==> src/design/period_schedule_generator_assert.svh <==
// Assertion macros shared by the schedule generator modules.
`ifndef PERIOD_SCHEDULE_GENERATOR_ASSERT_SVH
`define PERIOD_SCHEDULE_GENERATOR_ASSERT_SVH

// Property must hold at every clock edge outside reset.
`define PSG_ASSERT(lbl, prop) \
  lbl: assert property (@(posedge clk_i) disable iff (!rst_ni) prop) \
    else $error("period schedule generator assertion failed");

// Condition must never be seen outside reset.
`define PSG_ASSERT_NEVER(lbl, cond) \
  lbl: assert property (@(posedge clk_i) disable iff (!rst_ni) !(cond)) \
    else $error("period schedule generator forbidden condition seen");

`endif

==> src/design/psg_pkg.sv <==
// Shared types, constants, calendar helpers and control store of the schedule generator.
package psg_pkg;

  localparam int unsigned YearW  = 14;
  localparam int unsigned MonthW = 4;
  localparam int unsigned DayW   = 5;
  localparam int unsigned StepW  = 4;
  localparam int unsigned ResW   = 9;   // year modulo 400
  localparam int unsigned QuotW  = 6;   // year / 400
  localparam int unsigned KeyW   = YearW + MonthW + DayW;

  localparam int unsigned MaxPeriodsDef = 64;

  // floor(y / 400) == (y * QuotMul) >> QuotShift for every 14-bit year
  localparam int unsigned QuotMul   = 5243;
  localparam int unsigned QuotShift = 21;
  localparam int unsigned ProdW     = 27;

  localparam logic [StepW-1:0] MonthsPerStepRst = StepW'(6);

  typedef enum logic [0:0] {
    CFG_MONTHS_PER_STEP = 1'b0,
    CFG_KEEP_MONTH_END  = 1'b1
  } cfg_idx_e;

  typedef enum logic [2:0] {
    ST_WAIT   = 3'd0,
    ST_QUOT   = 3'd1,
    ST_RES    = 3'd2,
    ST_NORM   = 3'd3,
    ST_TEST   = 3'd4,
    ST_ROLL   = 3'd5,
    ST_EMIT   = 3'd6,
    ST_SINGLE = 3'd7
  } step_e;

  typedef enum logic [2:0] {
    COND_NEXT,
    COND_JUMP,
    COND_IN,
    COND_GE,
    COND_EMIT
  } cond_e;

  typedef struct packed {
    logic  ld_in;
    logic  calc_q;
    logic  calc_r;
    logic  norm;
    logic  roll;
    logic  emit;
    logic  emit_single;
    cond_e cond;
    step_e target;
  } ctrl_t;

  typedef struct packed {
    logic ge;        // current date at or past end date
    logic is_last;   // the period being emitted closes the run
    logic out_free;  // output register can take a result
  } psg_status_t;

  localparam ctrl_t CtrlNop = '{
    ld_in: 1'b0, calc_q: 1'b0, calc_r: 1'b0, norm: 1'b0, roll: 1'b0,
    emit: 1'b0, emit_single: 1'b0, cond: COND_NEXT, target: ST_WAIT
  };

  function automatic ctrl_t ucode(step_e s);
    ctrl_t c;
    c = CtrlNop;
    unique case (s)
      ST_WAIT: begin
        c.ld_in = 1'b1;
        c.cond  = COND_IN;
      end
      ST_QUOT: c.calc_q = 1'b1;
      ST_RES:  c.calc_r = 1'b1;
      ST_NORM: c.norm   = 1'b1;
      ST_TEST: begin
        c.cond   = COND_GE;
        c.target = ST_SINGLE;
      end
      ST_ROLL: c.roll = 1'b1;
      ST_EMIT: begin
        c.emit   = 1'b1;
        c.cond   = COND_EMIT;
        c.target = ST_ROLL;
      end
      ST_SINGLE: begin
        c.emit        = 1'b1;
        c.emit_single = 1'b1;
        c.cond        = COND_EMIT;
        c.target      = ST_WAIT;
      end
      default: c = CtrlNop;
    endcase
    return c;
  endfunction

  function automatic logic [DayW-1:0] month_len(logic [MonthW-1:0] m);
    logic [DayW-1:0] d;
    unique case (m)
      4'd2:                      d = DayW'(28);
      4'd4, 4'd6, 4'd9, 4'd11:   d = DayW'(30);
      default:                   d = DayW'(31);
    endcase
    return d;
  endfunction

  // Gregorian leap test from the year's residue modulo 400
  function automatic logic is_leap(logic [ResW-1:0] r);
    return (r[1:0] == 2'b00) && (r != ResW'(100)) && (r != ResW'(200))
        && (r != ResW'(300));
  endfunction

  function automatic logic [DayW-1:0] days_of(logic [ResW-1:0] r, logic [MonthW-1:0] m);
    logic [DayW-1:0] d;
    d = month_len(m);
    if (m == MonthW'(2) && is_leap(r)) d = DayW'(29);
    return d;
  endfunction

endpackage

==> src/design/psg_sequencer.sv <==
// Step counter and control store that drive the schedule datapath.
module psg_sequencer import psg_pkg::*; (
  input  logic        clk_i,
  input  logic        rst_ni,
  input  logic        in_valid_i,
  input  psg_status_t status_i,
  output ctrl_t       ctrl_o,
  output logic        in_stall_o
);

  step_e step_q, step_d;
  ctrl_t cw;

  assign cw         = ucode(step_q);
  assign ctrl_o     = cw;
  assign in_stall_o = ~cw.ld_in;

  always_comb begin
    step_d = step_q;
    unique case (cw.cond)
      COND_NEXT: step_d = step_e'(step_q + 3'd1);
      COND_JUMP: step_d = cw.target;
      COND_IN:   if (in_valid_i) step_d = step_e'(step_q + 3'd1);
      COND_GE:   step_d = status_i.ge ? cw.target : step_e'(step_q + 3'd1);
      COND_EMIT: begin
        // hold while the output register is full and stalled
        if (status_i.out_free) step_d = status_i.is_last ? ST_WAIT : cw.target;
      end
      default:   step_d = ST_WAIT;
    endcase
  end

  always_ff @(posedge clk_i or negedge rst_ni) begin
    if (!rst_ni) begin
      step_q <= ST_WAIT;
    end else begin
      step_q <= step_d;
    end
  end

`include "period_schedule_generator_assert.svh"

  `PSG_ASSERT(a_busy_after_request, (in_valid_i && !in_stall_o) |=> in_stall_o)
  `PSG_ASSERT(a_stall_outside_wait, (step_q != ST_WAIT) |-> in_stall_o)

endmodule

==> src/design/psg_datapath.sv <==
// Date registers, month roll, clamping and output register of the schedule generator.
module psg_datapath import psg_pkg::*; #(
  parameter int unsigned MAX_PERIODS = MaxPeriodsDef
) (
  input  logic              clk_i,
  input  logic              rst_ni,
  input  ctrl_t             ctrl_i,
  output psg_status_t       status_o,
  input  logic [StepW-1:0]  months_per_step_i,
  input  logic              keep_month_end_i,
  input  logic              in_valid_i,
  input  logic [YearW-1:0]  start_year_i,
  input  logic [MonthW-1:0] start_month_i,
  input  logic [DayW-1:0]   start_day_i,
  input  logic [YearW-1:0]  end_year_i,
  input  logic [MonthW-1:0] end_month_i,
  input  logic [DayW-1:0]   end_day_i,
  output logic              out_valid_o,
  input  logic              out_stall_i,
  output logic [YearW-1:0]  period_start_year_o,
  output logic [MonthW-1:0] period_start_month_o,
  output logic [DayW-1:0]   period_start_day_o,
  output logic [YearW-1:0]  period_end_year_o,
  output logic [MonthW-1:0] period_end_month_o,
  output logic [DayW-1:0]   period_end_day_o,
  output logic              last_period_o,
  output logic              truncated_o
);

  localparam int unsigned CntW = $clog2(MAX_PERIODS + 1);
  localparam logic [CntW-1:0] CntLast = CntW'(MAX_PERIODS - 1);

  // raw request
  logic [YearW-1:0]  raw_sy_q, raw_ey_q;
  logic [MonthW-1:0] raw_sm_q, raw_em_q;
  logic [DayW-1:0]   raw_sd_q, raw_ed_q;
  logic [QuotW-1:0]  qs_q, qe_q;
  logic [ResW-1:0]   rs_q, re_q;

  // current and end dates
  logic [YearW-1:0]  cur_y_q, end_y_q;
  logic [MonthW-1:0] cur_m_q, end_m_q;
  logic [DayW-1:0]   cur_d_q, end_d_q, cur_lim_q;
  logic [ResW-1:0]   cur_r_q;
  logic [CntW-1:0]   cnt_q;

  // rolled date
  logic [YearW:0]    nxt_y_q;
  logic [MonthW-1:0] nxt_m_q;
  logic [DayW-1:0]   nxt_d_q, nxt_lim_q;
  logic [ResW-1:0]   nxt_r_q;

  logic              out_valid_q;
  logic [YearW-1:0]  o_sy_q, o_ey_q;
  logic [MonthW-1:0] o_sm_q, o_em_q;
  logic [DayW-1:0]   o_sd_q, o_ed_q;
  logic              o_last_q, o_trunc_q;

  logic [ProdW-1:0]  prod_s, prod_e;
  logic [YearW-1:0]  rem_s, rem_e;
  logic [MonthW-1:0] ns_m, ne_m;
  logic [DayW-1:0]   ns_lim, ne_lim, ns_d, ne_d;
  logic [StepW-1:0]  step;
  logic [MonthW:0]   msum;
  logic [MonthW-1:0] roll_m;
  logic [1:0]        carry;
  logic [ResW:0]     rsum;
  logic [ResW-1:0]   roll_r;
  logic [DayW-1:0]   roll_lim, roll_d;
  logic              ge_next, cnt_end, out_free, do_emit;

  function automatic logic [MonthW-1:0] clamp_month(logic [MonthW-1:0] m);
    logic [MonthW-1:0] r;
    r = m;
    if (m == '0) r = MonthW'(1);
    else if (m > MonthW'(12)) r = MonthW'(12);
    return r;
  endfunction

  function automatic logic [DayW-1:0] clamp_day(logic [DayW-1:0] d, logic [DayW-1:0] lim);
    logic [DayW-1:0] r;
    r = d;
    if (d == '0) r = DayW'(1);
    else if (d > lim) r = lim;
    return r;
  endfunction

  // year / 400 by reciprocal in ST_QUOT, then the residue from it in ST_RES
  assign prod_s = ProdW'(raw_sy_q) * ProdW'(QuotMul);
  assign prod_e = ProdW'(raw_ey_q) * ProdW'(QuotMul);
  assign rem_s  = raw_sy_q - YearW'(qs_q) * YearW'(400);
  assign rem_e  = raw_ey_q - YearW'(qe_q) * YearW'(400);

  assign ns_m   = clamp_month(raw_sm_q);
  assign ne_m   = clamp_month(raw_em_q);
  assign ns_lim = days_of(rs_q, ns_m);
  assign ne_lim = days_of(re_q, ne_m);
  assign ns_d   = clamp_day(raw_sd_q, ns_lim);
  assign ne_d   = clamp_day(raw_ed_q, ne_lim);

  // month roll, carrying into the year at most twice
  assign step = (months_per_step_i == '0) ? StepW'(1) : months_per_step_i;
  assign msum = (MonthW+1)'(cur_m_q) + (MonthW+1)'(step);

  always_comb begin
    if (msum > (MonthW+1)'(24)) begin
      roll_m = MonthW'(msum - (MonthW+1)'(24));
      carry  = 2'd2;
    end else if (msum > (MonthW+1)'(12)) begin
      roll_m = MonthW'(msum - (MonthW+1)'(12));
      carry  = 2'd1;
    end else begin
      roll_m = MonthW'(msum);
      carry  = 2'd0;
    end
  end

  assign rsum     = (ResW+1)'(cur_r_q) + (ResW+1)'(carry);
  assign roll_r   = (rsum >= (ResW+1)'(400)) ? ResW'(rsum - (ResW+1)'(400)) : ResW'(rsum);
  assign roll_lim = days_of(roll_r, roll_m);

  always_comb begin
    if (keep_month_end_i && cur_d_q == cur_lim_q) roll_d = roll_lim;
    else roll_d = (cur_d_q < roll_lim) ? cur_d_q : roll_lim;
  end

  assign ge_next  = {nxt_y_q, nxt_m_q, nxt_d_q} >= {1'b0, end_y_q, end_m_q, end_d_q};
  assign cnt_end  = (cnt_q == CntLast);
  assign out_free = ~out_valid_q | ~out_stall_i;
  assign do_emit  = ctrl_i.emit & out_free;

  assign status_o.ge       = {cur_y_q, cur_m_q, cur_d_q} >= {end_y_q, end_m_q, end_d_q};
  assign status_o.is_last  = ctrl_i.emit_single | ge_next | cnt_end;
  assign status_o.out_free = out_free;

  always_ff @(posedge clk_i) begin
    if (ctrl_i.ld_in && in_valid_i) begin
      raw_sy_q <= start_year_i;
      raw_sm_q <= start_month_i;
      raw_sd_q <= start_day_i;
      raw_ey_q <= end_year_i;
      raw_em_q <= end_month_i;
      raw_ed_q <= end_day_i;
    end
    if (ctrl_i.calc_q) begin
      qs_q <= prod_s[QuotShift +: QuotW];
      qe_q <= prod_e[QuotShift +: QuotW];
    end
    if (ctrl_i.calc_r) begin
      rs_q <= rem_s[ResW-1:0];
      re_q <= rem_e[ResW-1:0];
    end
    if (ctrl_i.norm) begin
      cur_y_q   <= raw_sy_q;
      cur_m_q   <= ns_m;
      cur_d_q   <= ns_d;
      cur_r_q   <= rs_q;
      cur_lim_q <= ns_lim;
      end_y_q   <= raw_ey_q;
      end_m_q   <= ne_m;
      end_d_q   <= ne_d;
    end
    if (ctrl_i.roll) begin
      nxt_y_q   <= (YearW+1)'(cur_y_q) + (YearW+1)'(carry);
      nxt_m_q   <= roll_m;
      nxt_d_q   <= roll_d;
      nxt_r_q   <= roll_r;
      nxt_lim_q <= roll_lim;
    end
    // advance to the rolled date once a mid-run period has gone out
    if (do_emit && !ctrl_i.emit_single && !ge_next && !cnt_end) begin
      cur_y_q   <= nxt_y_q[YearW-1:0];
      cur_m_q   <= nxt_m_q;
      cur_d_q   <= nxt_d_q;
      cur_r_q   <= nxt_r_q;
      cur_lim_q <= nxt_lim_q;
    end
    if (do_emit) begin
      o_sy_q <= cur_y_q;
      o_sm_q <= cur_m_q;
      o_sd_q <= cur_d_q;
      if (ctrl_i.emit_single || ge_next) begin
        o_ey_q    <= end_y_q;
        o_em_q    <= end_m_q;
        o_ed_q    <= end_d_q;
        o_last_q  <= 1'b1;
        o_trunc_q <= 1'b0;
      end else begin
        o_ey_q    <= nxt_y_q[YearW-1:0];
        o_em_q    <= nxt_m_q;
        o_ed_q    <= nxt_d_q;
        o_last_q  <= cnt_end;
        o_trunc_q <= cnt_end;
      end
    end
  end

  always_ff @(posedge clk_i or negedge rst_ni) begin
    if (!rst_ni) begin
      out_valid_q <= 1'b0;
      cnt_q       <= '0;
    end else begin
      if (do_emit) out_valid_q <= 1'b1;
      else if (!out_stall_i) out_valid_q <= 1'b0;
      if (ctrl_i.norm) cnt_q <= '0;
      else if (do_emit && !ctrl_i.emit_single && !ge_next && !cnt_end) cnt_q <= cnt_q + 1'b1;
    end
  end

  assign out_valid_o          = out_valid_q;
  assign period_start_year_o  = o_sy_q;
  assign period_start_month_o = o_sm_q;
  assign period_start_day_o   = o_sd_q;
  assign period_end_year_o    = o_ey_q;
  assign period_end_month_o   = o_em_q;
  assign period_end_day_o     = o_ed_q;
  assign last_period_o        = o_last_q;
  assign truncated_o          = o_trunc_q;

`include "period_schedule_generator_assert.svh"

  `PSG_ASSERT_NEVER(a_trunc_without_last, out_valid_q && o_trunc_q && !o_last_q)
  `PSG_ASSERT_NEVER(a_count_in_range, cnt_q > CntLast)
  `PSG_ASSERT(a_emit_only_when_free, do_emit |-> (!out_valid_q || !out_stall_i))

endmodule

==> src/design/period_schedule_generator.sv <==
// Top level: a request of two dates becomes a run of periods, 1 to MAX_PERIODS results.
// The first result is registered after the quotient, residue, normalise, compare and roll steps.
// A single period skips the roll. Each period takes a month roll step, then a compare and emit
// step that holds on output stalls; periods go out one at a time through the roll/compare datapath.
// Requests are taken only between runs; the config port is always ready.
// Reset: months_per_step = 6, keep_month_end = 0, sequencer waits, no result pending.
module period_schedule_generator import psg_pkg::*; #(
  parameter int unsigned MAX_PERIODS = MaxPeriodsDef
) (
  input  logic              clk_i,
  input  logic              rst_ni,
  input  logic              cfg_valid_i,
  output logic              cfg_ready_o,
  input  logic              cfg_index_i,
  input  logic [StepW-1:0]  cfg_data_i,
  input  logic              in_valid_i,
  output logic              in_stall_o,
  input  logic [YearW-1:0]  start_year_i,
  input  logic [MonthW-1:0] start_month_i,
  input  logic [DayW-1:0]   start_day_i,
  input  logic [YearW-1:0]  end_year_i,
  input  logic [MonthW-1:0] end_month_i,
  input  logic [DayW-1:0]   end_day_i,
  output logic              out_valid_o,
  input  logic              out_stall_i,
  output logic [YearW-1:0]  period_start_year_o,
  output logic [MonthW-1:0] period_start_month_o,
  output logic [DayW-1:0]   period_start_day_o,
  output logic [YearW-1:0]  period_end_year_o,
  output logic [MonthW-1:0] period_end_month_o,
  output logic [DayW-1:0]   period_end_day_o,
  output logic              last_period_o,
  output logic              truncated_o
);

  logic [StepW-1:0] months_per_step_q;
  logic             keep_month_end_q;
  ctrl_t            ctrl;
  psg_status_t      status;
  cfg_idx_e         cfg_idx;

  assign cfg_ready_o = 1'b1;
  assign cfg_idx     = cfg_idx_e'(cfg_index_i);

  always_ff @(posedge clk_i or negedge rst_ni) begin
    if (!rst_ni) begin
      months_per_step_q <= MonthsPerStepRst;
      keep_month_end_q  <= 1'b0;
    end else if (cfg_valid_i && cfg_ready_o) begin
      unique case (cfg_idx)
        CFG_MONTHS_PER_STEP: months_per_step_q <= cfg_data_i;
        CFG_KEEP_MONTH_END:  keep_month_end_q  <= cfg_data_i[0];
        default:             months_per_step_q <= months_per_step_q;
      endcase
    end
  end

  psg_sequencer u_seq (
    .clk_i      (clk_i),
    .rst_ni     (rst_ni),
    .in_valid_i (in_valid_i),
    .status_i   (status),
    .ctrl_o     (ctrl),
    .in_stall_o (in_stall_o)
  );

  psg_datapath #(
    .MAX_PERIODS (MAX_PERIODS)
  ) u_dp (
    .clk_i                (clk_i),
    .rst_ni               (rst_ni),
    .ctrl_i               (ctrl),
    .status_o             (status),
    .months_per_step_i    (months_per_step_q),
    .keep_month_end_i     (keep_month_end_q),
    .in_valid_i           (in_valid_i),
    .start_year_i         (start_year_i),
    .start_month_i        (start_month_i),
    .start_day_i          (start_day_i),
    .end_year_i           (end_year_i),
    .end_month_i          (end_month_i),
    .end_day_i            (end_day_i),
    .out_valid_o          (out_valid_o),
    .out_stall_i          (out_stall_i),
    .period_start_year_o  (period_start_year_o),
    .period_start_month_o (period_start_month_o),
    .period_start_day_o   (period_start_day_o),
    .period_end_year_o    (period_end_year_o),
    .period_end_month_o   (period_end_month_o),
    .period_end_day_o     (period_end_day_o),
    .last_period_o        (last_period_o),
    .truncated_o          (truncated_o)
  );

endmodule
==> config.mk <==
export PLATFORM = sky130hd
export DESIGN_NAME = period_schedule_generator
export DESIGN_NICKNAME = d
export VERILOG_FILES = /design/src/design/psg_pkg.sv /design/src/design/psg_sequencer.sv /design/src/design/psg_datapath.sv /design/src/design/period_schedule_generator.sv
export VERILOG_INCLUDE_DIRS = /design/src /design/src/design
export SDC_FILE = /design/constraint.sdc
export NUM_CORES = 1
export LEC_CHECK = 0
export ABC_AREA = 0
export BUFFER_PORTS_ARGS = -buffer_cell sky130_fd_sc_hd__buf_2
export CORE_MARGIN = 2
export CORE_UTILIZATION = 40
export CTS_CLUSTER_SIZE = 8
export DETAILED_ROUTE_END_ITERATION = 7
export PLACE_DENSITY = 0.65
export SLEW_MARGIN = 20
export SYNTH_ARGS = -nofsm -noshare
export SYNTH_HDL_FRONTEND = slang
export SYNTH_HIERARCHICAL = 1
export SYNTH_SLANG_ARGS = --single-unit
==> constraint.sdc <==
create_clock -name clk_i -period 11.9 [get_ports clk_i]
set_input_delay 0.595 -clock clk_i [delete_from_list [all_inputs] [get_ports clk_i]]
set_output_delay 0.595 -clock clk_i [all_outputs]
set_load 0.05 [all_outputs]
; After elaboration in Yosys (flattened, before gate mapping)
; Cells that the tools add are included.
[totals]
reg_bits = 238
input_bits = 56
out_inout_bits = 51
word_cells = 199
[classes]
addsub = 10
n_mul = 4
magnitude_cmp = 10
n_eq_ne = 40
n_mux = 52
bitwise_logic = 8
n_reduce_logical = 39
[op_table]
columns = cell, n
row1 = multiplier 14 x 13 -> 27 bit (second input constant), 2
row2 = two-way mux 5 bit, 10
row3 = two-way mux 14 bit, 3
row4 = two-way mux 4 bit, 10
row5 = two-way mux 9 bit, 3
row6 = inequality test 9 x 7 -> 1 bit (second input constant), 3
row7 = inequality test 9 x 8 -> 1 bit (second input constant), 3
row8 = inequality test 9 bit (second input constant), 3
row9 = == test 4 x 3 -> 1 bit (second input constant), 6
row10 = == test 4 bit (second input constant), 6
row11 = greater-or-equal comparator 24 x 23 -> 1 bit, 1
row12 = greater-or-equal comparator 23 bit, 1
row13 = subtractor 9 bit, 2
row14 = logical AND 1 bit, 17
row15 = adder 14 x 2 -> 15 bit, 1
row16 = == test 3 bit (second input constant), 5
row17 = case mux 3 bit (5 select lines), 1
row18 = two-way mux 7 bit, 2
row19 = == test 3 x 2 -> 1 bit (second input constant), 4
row20 = == test 4 x 2 -> 1 bit (second input constant), 3
row21 = zero test 4 bit, 3
row22 = multiplier 6 x 5 -> 5 bit (second input constant), 2
row23 = two-way mux 3 bit, 4
row24 = case mux 2 bit (2 select lines), 3
row25 = 33 further kinds, 65

; Longest topological paths before layout
[depth]
depth_word = 18
ltp_mapped = 26
depth_no_buf = 26

; Hierarchy
; The synthesis kept the hierarchy.
[by_module_without_submodules]
columns = mod, instances, cells_each, area_each_um2
row1 = psg_datapath, 1, 1387, 16972.5
row2 = psg_sequencer, 1, 46, 411.6
row3 = period_schedule_generator, 1, 14, 216.5

; Worst setup path after synthesis
; Ideal clock, no wire load.
[synth_path]
kind = reg-to-reg
start = register months_per_step_q[1]
end = register u_dp.nxt_d_q[1], data pin
setup_time_ns = 0.262
arrival_time_ns = 5.306
required_time_ns = 11.638
slack_ns = 6.332
stages_incl_launch_ff = 27
path_buffers = 0
period_less_slack_ns = 5.568
path_cell_list = dfstp_2 > nor3_1 > or2_2 > ha_1 > inv_1 > fa_1 > xnor2_1 > inv_1 > ha_1 > nand3b_1 > and3_4 > a21oi_1 > ha_1 > fa_1 > nand3_1 > xor2_1 > ha_1 > nand2_1 > or4_1 > o211a_1 > o221a_4 > xnor2_1 > nor2_1 > nor4_1 > a31oi_1 > a21oi_2 > mux2_1
[synth_between]
elab_chain_cells = 18
elab_cells_between_ends = 34
[synth_rtl]
columns = item, line_no
row1 = start: declaration, period_schedule_generator.sv:36  ; logic [StepW-1:0] months_per_step_q;
row2 = start signal: assignment, period_schedule_generator.sv:47  ; months_per_step_q <= MonthsPerStepRst;
row3 = start signal: assignment, period_schedule_generator.sv:51  ; CFG_MONTHS_PER_STEP: months_per_step_q <= cfg_data_i;
row4 = start signal: assignment, period_schedule_generator.sv:53  ; default: months_per_step_q <= months_per_step_q;
row5 = zero test 4 bit, psg_datapath.sv:102  ; assign step = (months_per_step_i == '0) ? StepW'(1) : months_per_step_i;
row6 = two-way mux 4 bit *, psg_datapath.sv:102
row7 = adder 4 x 4 -> 5 bit *, psg_datapath.sv:103  ; assign msum = (MonthW+1)'(cur_m_q) + (MonthW+1)'(step);
row8 = > comparator 5 x 4 -> 1 bit, psg_datapath.sv:109  ; end else if (msum > (MonthW+1)'(12)) begin
row9 = two-way mux 1 bit, psg_datapath.sv:109
row10 = two-way mux 2 bit, psg_datapath.sv:106  ; if (msum > (MonthW+1)'(24)) begin
row11 = adder 9 x 2 -> 10 bit, psg_datapath.sv:118  ; assign rsum = (ResW+1)'(cur_r_q) + (ResW+1)'(carry);
row12 = subtractor 9 bit or greater-or-equal comparator 10 x 9 -> 1 bit (tied branches), psg_datapath.sv:119  ; assign roll_r = (rsum >= (ResW+1)'(400)) ? ResW'(rsum - (ResW+1)'(400)) : ResW'(rsum);
row13 = [... 4 more ...], -
row14 = logical AND 1 bit, psg_pkg.sv:113  ; && (r != ResW'(300));
row15 = logical AND 1 bit, psg_pkg.sv:119  ; if (m == MonthW'(2) && is_leap(r)) d = DayW'(29);
row16 = two-way mux 2 bit *, psg_pkg.sv:119
row17 = via u_dp.roll_lim[0], psg_datapath.sv:69  ; logic [DayW-1:0] roll_lim, roll_d;
row18 = less-than comparator 5 bit *, psg_datapath.sv:124  ; else roll_d = (cur_d_q < roll_lim) ? cur_d_q : roll_lim;
row19 = two-way mux 5 bit *, psg_datapath.sv:124
row20 = two-way mux 5 bit *, psg_datapath.sv:123  ; if (keep_month_end_i && cur_d_q == cur_lim_q) roll_d = roll_lim;
row21 = via u_dp.roll_d[1], psg_datapath.sv:69
row22 = end signal: assignment, psg_datapath.sv:166  ; nxt_d_q <= roll_d;
row23 = end: declaration, psg_datapath.sv:50  ; logic [DayW-1:0] nxt_d_q, nxt_lim_q;
; Mark *: on every way through the listed nets, which the timed path passes. The rest lies on a longest branch.
; A chain may end at the register's enable or synchronous reset.

; Final worst setup path
[layout_path]
start = register months_per_step_q[3]
end = register u_dp.nxt_d_q[1], data pin
; The elaborated chain is that of the path after synthesis.

==> run metrics <==
outcome finished clean; worst r2r src months_per_step_q[3]$_DFFE_PN0P_; Min-Delay Endpoint u_dp/raw_ey_q[3]$_DFFE_PP_; hpwl dp approximately 30000 um; Worst-path clk slew roughly 0.060 ns; DRT Pass-1 Iters 4; crit-path max cell delay 0.45 ns; Crit Path Max Fanout 6; Slew headroom 0.329; cell depth of the worst hold path 1; GRT Util Overall 0.174; fin crit period just over 6 ns; fin util 0.459; initial antenna violation count 0; Worst Clk Skew around 0.015 ns; Nets 2026; CTS tree built; unrepaired setup endpoints after global routing false; final setup TNS 0 ns; average wire per cell in the routed design about 17 um; htree depth 2; Top delay family on crit path adder cells; I/O pin count about 110; Root Driver clkbuf_16; FF-to-FF path depth 26; Fmax around 160 MHz; crit path DAT between 6 and 7 ns; YS warnings 6; Clock Sink Count 230; Setup Viol. Count Final 0; commonest non-fill, non-tap cell in the layout inv_1; first-pass GRT wire length roughly 61000 um; critical path's most frequent cell ha_1; Core ar. 43300 um^2; Hold Path Class input port to flop; Post-Syn Nets between 1.5k and 2k; Die Height roughly 210 um; WP data required approximately 12 ns; CP Class flop to flop; FF-to-FF End u_dp/nxt_d_q[1]$_DFFE_PP_; Netlist Area Pre-Place around 18000 um^2; Post-route DRC 0; latest clock arrival within the worst-skew pair 0.54 ns; vias in the first global route 11.5k; Worst Path Buf+Inv 2; vias 10.8k; area grow syn2layout 12.9%; average cell area after synthesis roughly 12 um^2; post-CTS resize count 0; Die Wd about 210 um; global placement routability congestion around 0.86; port bufs around 110; Final Slew Violations 0; hold slack final between 0.2 and 0.25 ns; diodes inserted 0; share of cells above drive strength 1 0.161; slowest CP cell fa_1; most frequent cells in the layout 294 x inv_1, 268 x ha_1, 214 x edfxtp_1; row count 76; Worst setup EP type flop; final hold violations 0; CTS max path bufs 3; Via density 4.95; TritonCTS buffer count 36; die area between 40000 and 50000 um^2; CP Launch Type flop; hold_sp end_year_i[3]; Post-Route WL 37700 um; largest net degree at the start of global routing ~50; initial DRC count roughly 510; Least-Margin Pin Slew 1.00 ns; Syn Inst Count about 1.4k; FF-to-FF setup slack roughly 5.7 ns; Max-Cap Viols 0; Initial Util 0.406; grt ovf 0; Tcrit/Tclk final 0.521; fillcell total between 3k and 4k; ANT nets after route 0
-- repair_timing --
item / 4_1_cts / 5_1_grt
endpoints found under the hold margin: 14 / 0
buffers inserted: 0 / 0
endpoints found under the setup margin: 0 / 0
hold buffers: 1 / 0
-- metrics by stage --
stage          std cells  area (um^2)  setup WS (ns)
6_report            2171        19900           5.70
5_1_grt             2171        19900           5.23
4_1_cts             2171        19900           5.69
3_5_place_dp        2119        18800           5.73
3_3_place_gp        2119        18800           5.98
2_1_floorplan       1442        17600           6.33
-- metal layers --
layer,global-route usage,wire (um),vias to the layer above
met1,0.236,17200,5272
met2,0.292,17900,248
met4,0.0431,772,0
met5,0,0,-
li1,-,-,5189
met3,0.0299,1880,47
-- worst max-delay path by stage --
stage                                end  cells after the start  slack, ns                             start
2_1_floorplan  u_dp/nxt_d_q[1]$_DFFE_PP_                     26       6.33  months_per_step_q[1]$_DFFE_PN1P_
3_3_place_gp   u_dp/nxt_d_q[1]$_DFFE_PP_                     26       5.98  months_per_step_q[3]$_DFFE_PN0P_
3_5_place_dp   u_dp/nxt_d_q[1]$_DFFE_PP_                     26       5.73  months_per_step_q[3]$_DFFE_PN0P_
4_1_cts        u_dp/nxt_d_q[1]$_DFFE_PP_                     26       5.69  months_per_step_q[3]$_DFFE_PN0P_
5_1_grt        u_dp/nxt_d_q[1]$_DFFE_PP_                     26       5.23  months_per_step_q[3]$_DFFE_PN0P_
6_report       u_dp/nxt_d_q[1]$_DFFE_PP_                     26       5.70  months_per_step_q[3]$_DFFE_PN0P_
-- layout make-up --
| cell class | instances | area [um^2] | area share |
|---|---|---|---|
| Clock inverter | 8 | 92.6 | 0.00466 |
| Clock buffer | 43 | 948 | 0.0478 |
| Multi-Input combinational cell | 897 | 9550 | 0.481 |
| Inverter | 294 | 1100 | 0.0556 |
| Timing Repair Buffer | 114 | 596 | 0.0300 |
| Tap cell | 585 | 732 | 0.0369 |
| Sequential cell | 230 | 6830 | 0.344 |
-- sequential cells by signal, indices dropped and copies added (netlist names), 7 cells and up --
signal                    cells
u_dp/period_start_year_o     14
u_dp/period_end_year_o       14
u_dp/end_y_q                 14
u_dp/raw_ey_q                14
u_dp/cur_y_q                 14
u_dp/cur_r_q                  9
u_dp/nxt_y_q                 15
u_dp/rs_q                     9
u_dp/raw_sy_q                14
u_dp/cnt_q                    7
u_dp/re_q                     9
u_dp/nxt_r_q                  9
Power is left out: the tool's default activity adds up to more than one toggle a clock period on the data nets, which glitch-free logic cannot reach.
